`src/hw/rtl/nec_ir_pkg.sv`:
```
// Package for the NEC infrared frame decoder: request kinds, timing windows
// in microseconds, and the decoder status record.
// Depends on nothing; imported by nec_ir_frame_decoder.
package nec_ir_pkg;

  localparam int unsigned TimeW = 15;

  typedef enum logic [1:0] {
    REQ_RISE = 2'd0,
    REQ_FALL = 2'd1,
    REQ_TICK = 2'd2,
    REQ_SCAN = 2'd3
  } req_e;

  // Open windows on the measured high time (both bounds exclusive)
  localparam logic [TimeW-1:0] LeaderLo = 15'd4200;
  localparam logic [TimeW-1:0] LeaderHi = 15'd4700;
  localparam logic [TimeW-1:0] ZeroLo   = 15'd300;
  localparam logic [TimeW-1:0] ZeroHi   = 15'd800;
  localparam logic [TimeW-1:0] OneLo    = 15'd1400;
  localparam logic [TimeW-1:0] OneHi    = 15'd1800;
  localparam logic [TimeW-1:0] RepLo    = 15'd2000;
  localparam logic [TimeW-1:0] RepHi    = 15'd3200;

  // Last timeout count before the decoder gives up on a frame
  localparam logic [3:0] TimeoutLimit = 4'd11;
  localparam logic [7:0] RepeatMax    = 8'd255;

  typedef struct packed {
    logic       leader_seen;
    logic       ready_flag;
    logic       rise_seen;
    logic [3:0] timeout_count;
    logic [7:0] repeats;
  } dec_status_t;

endpackage

```
`src/hw/rtl/nec_ir_frame_decoder.sv`:
```
// NEC infrared remote frame decoder, top level.
// Depends on nec_ir_pkg (request kinds, timing windows, status record).
//
// Takes one timing event per request and returns exactly one result per
// request. An event is a rising edge, a falling edge with the measured high
// time, a 20 ms timeout tick, or a scan. The decoder spots the leader, shifts
// the 32 frame bits in MSB first, counts repeat codes (saturating at 255) and
// on a scan checks address against its complement and against the configured
// device address, and command against its complement, returning the command
// byte or 0. A scan of a ready frame that yields 0 clears the whole decoder,
// frame word included. Rate: one request per clock while results are taken;
// a request passes the input register, then the result register, with the
// full state update done in range compares and a one-bit shift between them.
// The user must write the device address only while no request is in flight;
// the block does not enforce it. Reset clears valid flags, state and address.
module nec_ir_frame_decoder (
  input  logic        clk_i,
  input  logic        rst_ni,
  // Configuration: expected device address byte
  input  logic        cfg_we_i,
  input  logic [7:0]  cfg_wdata_i,
  // Request stream
  input  logic        s_axis_tvalid_i,
  output logic        s_axis_tready_o,
  input  logic [15:0] s_axis_tdata_i,   // [14:0] high_time, [15] zero pad
  input  logic [1:0]  s_axis_tuser_i,   // [1:0] req_type
  // Result stream
  output logic        m_axis_tvalid_o,
  input  logic        m_axis_tready_i,
  output logic [23:0] m_axis_tdata_o    // [7:0] key_code, [15:8] repeat_count,
                                        // [16] frame_ready, [23:17] zero pad
);
  import nec_ir_pkg::*;

  // Input register
  logic             in_valid_q;
  req_e             in_type_q;
  logic [TimeW-1:0] in_time_q;

  // Decoder state
  dec_status_t st_q, st_d;
  logic [31:0] word_q, word_d;
  logic [7:0]  dev_addr_q;

  // Result register
  logic       out_valid_q;
  logic [7:0] out_key_q, out_key_d;
  logic [7:0] out_rep_q;
  logic       out_rdy_q;

  logic advance;   // request in the input register moves to the result stage
  logic in_take;

  // The result stage frees up when empty or when its result is taken
  assign advance         = !out_valid_q || m_axis_tready_i;
  assign s_axis_tready_o = !in_valid_q || advance;
  assign in_take         = s_axis_tvalid_i && s_axis_tready_o;

  always_ff @(posedge clk_i or negedge rst_ni) begin
    if (!rst_ni) begin
      in_valid_q <= 1'b0;
    end else if (s_axis_tready_o) begin
      in_valid_q <= s_axis_tvalid_i;
    end
  end

  always_ff @(posedge clk_i) begin
    if (in_take) begin
      in_type_q <= req_e'(s_axis_tuser_i);
      in_time_q <= s_axis_tdata_i[TimeW-1:0];
    end
  end

  always_ff @(posedge clk_i or negedge rst_ni) begin
    if (!rst_ni) begin
      dev_addr_q <= '0;
    end else if (cfg_we_i) begin
      dev_addr_q <= cfg_wdata_i;
    end
  end

  // Window decode on the held high time
  logic win_leader, win_zero, win_one, win_rep;
  assign win_leader = (in_time_q > LeaderLo) && (in_time_q < LeaderHi);
  assign win_zero   = (in_time_q > ZeroLo)   && (in_time_q < ZeroHi);
  assign win_one    = (in_time_q > OneLo)    && (in_time_q < OneHi);
  assign win_rep    = (in_time_q > RepLo)    && (in_time_q < RepHi);

  // Frame check for a scan
  logic       frame_ok;
  logic [7:0] addr_b, naddr_b, cmd_b, ncmd_b;
  assign addr_b   = word_q[31:24];
  assign naddr_b  = word_q[23:16];
  assign cmd_b    = word_q[15:8];
  assign ncmd_b   = word_q[7:0];
  assign frame_ok = (addr_b == ~naddr_b) && (addr_b == dev_addr_q) &&
                    (cmd_b == ~ncmd_b);

  // Next state and key for the request in the input register
  always_comb begin
    st_d      = st_q;
    word_d    = word_q;
    out_key_d = '0;
    case (in_type_q)
      REQ_RISE: begin
        st_d.rise_seen = 1'b1;
      end
      REQ_FALL: begin
        if (st_q.rise_seen) begin
          if (win_leader) begin
            st_d             = '0;
            st_d.leader_seen = 1'b1;
          end else if (st_q.leader_seen) begin
            if (win_zero) begin
              word_d = {word_q[30:0], 1'b0};
            end else if (win_one) begin
              word_d = {word_q[30:0], 1'b1};
            end else if (win_rep) begin
              st_d.timeout_count = '0;
              if (st_q.repeats != RepeatMax) begin
                st_d.repeats = st_q.repeats + 8'd1;
              end
            end
          end
        end
        st_d.rise_seen = 1'b0;
      end
      REQ_TICK: begin
        if (st_q.leader_seen) begin
          st_d.ready_flag = 1'b1;
          st_d.rise_seen  = 1'b0;
          if (st_q.timeout_count >= TimeoutLimit) begin
            // Give up on the frame; the frame word survives
            st_d = '0;
          end else begin
            st_d.timeout_count = st_q.timeout_count + 4'd1;
          end
        end
      end
      REQ_SCAN: begin
        if (st_q.ready_flag) begin
          out_key_d = frame_ok ? cmd_b : 8'd0;
          // A zero key (bad frame or zero command) drops everything
          if (out_key_d == 8'd0 || !st_q.leader_seen) begin
            st_d      = '0;
            word_d    = '0;
            out_key_d = '0;
          end
        end
      end
      default: begin
        st_d = st_q;
      end
    endcase
  end

  always_ff @(posedge clk_i or negedge rst_ni) begin
    if (!rst_ni) begin
      st_q        <= '0;
      word_q      <= '0;
      out_valid_q <= 1'b0;
    end else if (advance) begin
      out_valid_q <= in_valid_q;
      if (in_valid_q) begin
        st_q   <= st_d;
        word_q <= word_d;
      end
    end
  end

  always_ff @(posedge clk_i) begin
    if (advance && in_valid_q) begin
      out_key_q <= out_key_d;
      out_rep_q <= st_d.repeats;
      out_rdy_q <= st_d.ready_flag;
    end
  end

  assign m_axis_tvalid_o = out_valid_q;
  assign m_axis_tdata_o  = {7'd0, out_rdy_q, out_rep_q, out_key_q};

  // Timeout count wraps to zero before passing the limit
  a_timeout_bound: assert property (@(posedge clk_i) disable iff (!rst_ni)
    st_q.timeout_count <= TimeoutLimit)
    else $error("timeout count beyond limit");

  // A frame can only be ready while a leader is held
  a_ready_needs_leader: assert property (@(posedge clk_i) disable iff (!rst_ni)
    st_q.ready_flag |-> st_q.leader_seen)
    else $error("ready flag without leader");

  // A nonzero key leaves the frame marked ready
  a_key_keeps_ready: assert property (@(posedge clk_i) disable iff (!rst_ni)
    (out_valid_q && out_key_q != 8'd0) |-> out_rdy_q)
    else $error("key delivered without ready frame");

  // An accepted request is held in the input register next cycle
  a_take_loads: assert property (@(posedge clk_i) disable iff (!rst_ni)
    in_take |=> in_valid_q)
    else $error("accepted request lost");

  // A result slot that is stalled keeps the state frozen
  a_stall_freezes: assert property (@(posedge clk_i) disable iff (!rst_ni)
    (out_valid_q && !m_axis_tready_i) |=> ($stable(st_q) && $stable(word_q)))
    else $error("state moved while result stalled");

endmodule

```
`config.mk`:
```
export PLATFORM = sky130hd
export DESIGN_NAME = nec_ir_frame_decoder
export DESIGN_NICKNAME = d
export VERILOG_FILES = /design/src/hw/rtl/nec_ir_pkg.sv /design/src/hw/rtl/nec_ir_frame_decoder.sv
export SDC_FILE = /design/constraint.sdc
export NUM_CORES = 1
export LEC_CHECK = 0
export ABC_AREA = 1
export BUFFER_PORTS_ARGS = -buffer_cell sky130_fd_sc_hd__clkbuf_2
export CAP_MARGIN = 10
export CORE_ASPECT_RATIO = 1.1
export CORE_MARGIN = 2
export CORE_UTILIZATION = 55
export CTS_BUF_LIST = sky130_fd_sc_hd__clkbuf_8
export DETAILED_ROUTE_END_ITERATION = 16
export PLACE_DENSITY = 0.76
export SLEW_MARGIN = 15
export SYNTH_ARGS = -nofsm -noshare
export SYNTH_HDL_FRONTEND = slang
export SYNTH_SLANG_ARGS = --single-unit
```
`constraint.sdc`:
```
create_clock -name clk_i -period 2.3 [get_ports clk_i]
set_clock_uncertainty 0.15 [all_clocks]
set_input_delay 0.115 -clock clk_i [delete_from_list [all_inputs] [get_ports clk_i]]
set_output_delay 0.115 -clock clk_i [all_outputs]
set_load 0.05 [all_outputs]
```
; Word-level counts from Yosys, hierarchy flattened
; Index checks and enable logic that the tools add are counted.
[classes]
add_sub_neg = 2
mux = 26
n_bitwise = 4
n_eq_ne = 19
order_cmp = 9
reduce_logical = 24
[ops]
columns = operator, n
row1 = 32-bit two-way mux, 7
row2 = 32-bit case mux with 2 select lines, 1
row3 = 12-bit two-way mux, 5
row4 = 15-bit two-way mux, 4
row5 = 12-bit case mux with 3 select lines, 1
row6 = 15-bit by 11-bit greater-than comparator with 1-bit output (second input constant), 2
row7 = 8-bit equality test, 3
row8 = 8-bit two-way mux, 3
row9 = 8-bit inverter, 2
row10 = 15-bit by 13-bit greater-than comparator with 1-bit output (second input constant), 1
row11 = 15-bit by 9-bit greater-than comparator with 1-bit output (second input constant), 1
row12 = 15-bit by 10-bit < comparator with 1-bit output (second input constant), 1
row13 = 15-bit by 11-bit < comparator with 1-bit output (second input constant), 1
row14 = 15-bit by 12-bit < comparator with 1-bit output (second input constant), 1
row15 = 15-bit by 13-bit < comparator with 1-bit output (second input constant), 1
row16 = 3-bit != test (second input constant), 5
row17 = 2-bit != test (second input constant), 7
row18 = 11-bit AND reduction, 1
row19 = 9-bit AND reduction, 1
row20 = 8-bit by 1-bit adder with 8-bit output (second input constant), 1
row21 = 1-bit logical AND, 8
row22 = 8-bit zero test, 1
row23 = 8-bit != test (second input constant), 1
row24 = 7-bit AND reduction, 1
row25 = 17 further kinds, 24
[word_totals]
inputBits = 31
register_bits = 91

; Logic depth before layout (Yosys ltp)
[logic_depth]
depth_word = 10
mapped_depth = 16

; Least setup slack after synthesis
; No wires, ideal clock.
[synth_timing]
kind = register to register
from = register out_valid_q, in the netlist m_axis_tvalid_o
to = register out_key_q[0] (enable)
path_buffers = 1
t_arrival_ns = 1.655
setup_ns = 0.387
required_time_ns = 1.763
stages_incl_launch_ff = 5
setup_slack_ns = 0.108
cell_sequence = dfrtp_1 -> inv_1 -> nor2_1 -> nor2_1 -> clkbuf_1
[synth_via]
elab_chain_len = 3
[synth_lines]
columns = item, line_no
row1 = "start, declared", nec_ir_frame_decoder.sv:46  ; logic out_valid_q;
row2 = "start signal, assigned", nec_ir_frame_decoder.sv:163  ; out_valid_q <= in_valid_q;
row3 = 1-bit zero test, nec_ir_frame_decoder.sv:55  ; assign advance = !out_valid_q || m_axis_tready_i;
row4 = 1-bit logical OR, nec_ir_frame_decoder.sv:55
row5 = 1-bit logical AND, nec_ir_frame_decoder.sv:172  ; if (advance && in_valid_q) begin
row6 = "end signal, assigned", nec_ir_frame_decoder.sv:173  ; out_key_q <= out_key_d;
row7 = "end, declared", nec_ir_frame_decoder.sv:47  ; logic [7:0] out_key_q, out_key_d;
; No other way between the ends.
; A chain may end at the register's enable or synchronous reset.

; Worst setup path after layout
[layout_timing]
from = register word_q[29]
to = register out_key_q[0] (data pin)
[layout_via]
elab_chain_len = 7
word_cells_on_any_way = 8
cone_classes = 2 x eq/ne / 1 x mux / 5 x reduce/logical
[layout_lines]
columns = item, line_no
row1 = "start, declared", nec_ir_frame_decoder.sv:42  ; logic [31:0] word_q, word_d;
row2 = "start signal, assigned", nec_ir_frame_decoder.sv:166  ; word_q <= word_d;
row3 = 8-bit equality test, nec_ir_frame_decoder.sv:96  ; assign frame_ok = (addr_b == ~naddr_b) && (addr_b == dev_addr_q) &&
row4 = 1-bit logical AND * (2 in a row), nec_ir_frame_decoder.sv:96
row5 = 8-bit two-way mux *, nec_ir_frame_decoder.sv:142  ; out_key_d = frame_ok ? cmd_b : 8'd0;
row6 = 8-bit zero test, nec_ir_frame_decoder.sv:144  ; if (out_key_d == 8'd0 || !st_q.leader_seen) begin
row7 = 1-bit logical OR, nec_ir_frame_decoder.sv:144
row8 = 3-bit OR reduction (no source line), --
; Every way passes the cells marked *; elsewhere a longest branch is shown, timed or not.

==> results.sh <==
export IMPL_status="finished, violations left"
export IMPL_violations="setup timing"
export IMPL_stdcell_area_um2=6420
export IMPL_synthMuxAreaShare=0
export IMPL_max_slew_margin=0.533
export IMPL_dpl_cell_area_um2=5400
export IMPL_wl_um=11900
export IMPL_path_buf_inv=3
export IMPL_cts_tree="built"
export IMPL_endpoint_kind="register"
export IMPL_dieArea_um2=9570
export IMPL_fillCellCount=572
export IMPL_grt_pass1_vias=4086
export IMPL_drc=0
export IMPL_core_rowCount=35
export IMPL_wire_per_inst_um=14.0
export IMPL_grt_max_degree=33
export IMPL_setup_violations=5
export IMPL_numCtsBuffers=9
export IMPL_rsz0062_at_grt="true"
export IMPL_startpoint="word_q[29]"
export IMPL_setup_slack_ns=-0.0301
export IMPL_seqCellArea_um2=2450
export IMPL_avgSynthCellArea_um2=8.10
export IMPL_root_buffer="clkbuf_8"
export IMPL_hpwl_um=7570
export IMPL_yosysWarnings=0
export IMPL_timing_final_hold_violations=0
export IMPL_die_x_um=93.5
export IMPL_fin_cells=848
export IMPL_io_pins=57
export IMPL_synth_compound_area_frac=0.0948
export IMPL_leakage_uw=0.00305
export IMPL_cp_max_fo=7
export IMPL_grt_pass1_wl_um=18400
export IMPL_syn_inst=598
export IMPL_total_power_uw=3860
export IMPL_cap_violations=0
export IMPL_post_route_cells_drive_above_1_share=0.301
export IMPL_gp_congestion=0.881
export IMPL_clk_path_buf_depth=2
export IMPL_timing_final_crit_share=1.01
export IMPL_synth_ff_type="dfrtp_1"
export IMPL_worstReg2RegStart="word_q[29]"
export IMPL_cpMaxStageDelayCell="dfrtp_1"
export IMPL_netlist_area_um2=4840
export IMPL_grt_overflow=0
export IMPL_io_buffers=48
export IMPL_die_h_um=102
export IMPL_fin_util=0.759
export IMPL_synthXorXnorAreaFrac=0.0217
export IMPL_antenna_found_initial=0
export IMPL_cts_sink_count=91
export IMPL_path_class="reg2reg"
export IMPL_num_antenna_cells=0
export IMPL_cp_start_kind="register"
export IMPL_ant_nets=0
export IMPL_hp_start="cfg_we_i"
export IMPL_period_needed_ns=2.33
export IMPL_slowest_delay_ns=0.44
export IMPL_core_area_um2=8450
export IMPL_layout_common_cells="nand2_1, inv_1, dfrtp_1"
export IMPL_synth_seq_cells=91
export IMPL_dp_cells=778
export IMPL_async_flop_share=0.626
export IMPL_multi_input_area_um2=2290
export IMPL_drt_pass1_iterations=5
export IMPL_yosysSeqAreaShare=0.505
export IMPL_worst_pin_slew_ns=0.700
export IMPL_htreeDepth=3
export IMPL_powerDensity_nw_per_um2=601
export IMPL_nets=765
export IMPL_gr_usage_all_layers=0.245
export IMPL_hold_slack_ns=0.0181
export IMPL_worstPathArrival_ns=2.40
export IMPL_vias=4460
export IMPL_synthAdderAreaFrac=0.00517
export IMPL_viasPerCell=5.26
export IMPL_vdd_drop_max_uv=427
export IMPL_clk_pin_slew_worst_paths_ns=0.10
export IMPL_synth_edff_count=34
export IMPL_synth_cell_type_count=42
export IMPL_hp_class="in2reg"
export IMPL_yosys_area_share_simple=0.288
export IMPL_initial_core_util=0.573
export IMPL_clock_fmax_mhz=429
export IMPL_worstSkewPairLatency_ns=0.37
export IMPL_crit_chain="buf_4 -> buf_4 -> xor2_1 -> nand4_1 -> nor2_1 -> nand2_1 -> nor2_4 -> o41ai_1 -> nand2_1 -> nand4_2 -> buf_6 -> nor2_1"
export IMPL_initialDrtViolationCount=222
export IMPL_synth_top_family_by_area="simple AND/OR/NAND/NOR gates"
export IMPL_path_delay_family="simple AND/OR/NAND/NOR gates"
export IMPL_layout_commonest_cell="nand2_1"
export IMPL_synthToLayoutAreaGrowth_pct=32.5
export IMPL_slew_viol_final=0
export IMPL_cp_required_ns=2.37
## per-stage QoR
stage | setup TNS (ns) | setup slack (ns)
3_3_place_gp | 0 | 0.0332
3_5_place_dp | -0.407 | -0.0268
4_1_cts | -0.000536 | -0.000536
2_1_floorplan | 0 | 0.108
5_1_grt | -4.41 | -0.142
6_report | -0.0859 | -0.0301
## tightest hold or removal path: stages
cell and delay (ns):
clkbuf_2 0.22, nand2_1 0.10, o21ai_0 0.07
## registers in the layout (all words and copies together) (netlist names)
register	cells
dev_addr_q	8
in_time_q	15
in_type_q	2
in_valid_q	1
m_axis_tvalid_o	1
out_key_q	8
out_rdy_q	1
out_rep_q	8
st_q	15
word_q	32
## Yosys cell counts, drive strengths merged (3+ instances only)
library cell  instances  share of area
nand2               202           0.16
inv                  75          0.058
nor2                 60          0.050
dfrtp                57           0.29
nand3                45          0.048
o21ai                45          0.054
edfxtp               34           0.21
buf                  14          0.024
nand4                13          0.018
xor2                 11          0.020
a21oi                 8         0.0090
nor3                  5         0.0052
o41ai                 4         0.0072
a31oi                 3         0.0039
clkbuf                3         0.0023
o21bai                3         0.0070
## final cells by class
type / instances / area share
flip-flops and latches: 91 / 0.382
clock inverters: 6 / 0.0125
well taps: 111 / 0.0216
inverters: 75 / 0.0439
clock buffers: 10 / 0.0214
multi-input cells: 421 / 0.356
repair buffers: 134 / 0.163
## layer usage
metal | GRT usage | vias up | routed length [um] | share of wire
met4 | 0.0984 | 0 | 252 | 0.021
li1 | - | 2199 | - | -
met3 | 0.0332 | 26 | 442 | 0.037
met1 | 0.298 | 2117 | 5000 | 0.42
met5 | 0 | - | 0 | 0
met2 | 0.441 | 118 | 6200 | 0.52
## cell families after synthesis
family,Yosys count
and+or+nand+nor,330
buffers and inverters,92
adders and majority gates,2
DFF,91
xor gates and xnor gates,12
AOI/OAI and AO/OA,70
other,1
## final timing paths
kind	slack, ns	end	depth (start not counted)
worst max register to register	-0.03	out_key_q[0]	12
max in group asynchronous	1.22	word_q[30]	3
worst min-delay path	0.02	dev_addr_q[3]	3
min in group asynchronous	0.16	dev_addr_q[7]	2
worst max-delay path	-0.03	out_key_q[0]	12
worst min register to register	0.35	st_q[11]	2
## timing repair
item,CTS,global route
pin swaps,2,33
setup endpoints to repair,32,62
buffers inserted,1,23
endpoints found under the hold margin,52,0
hold buffers,28,0
cloned,0,2
resized for setup,5,99
## report_power, final
group	internal (uW)	switching, uW
combinational	257	493
clock	636	580
sequential	1810	81.9
total	2700	1150
Note: power is estimated with default switching activity, not from simulation.
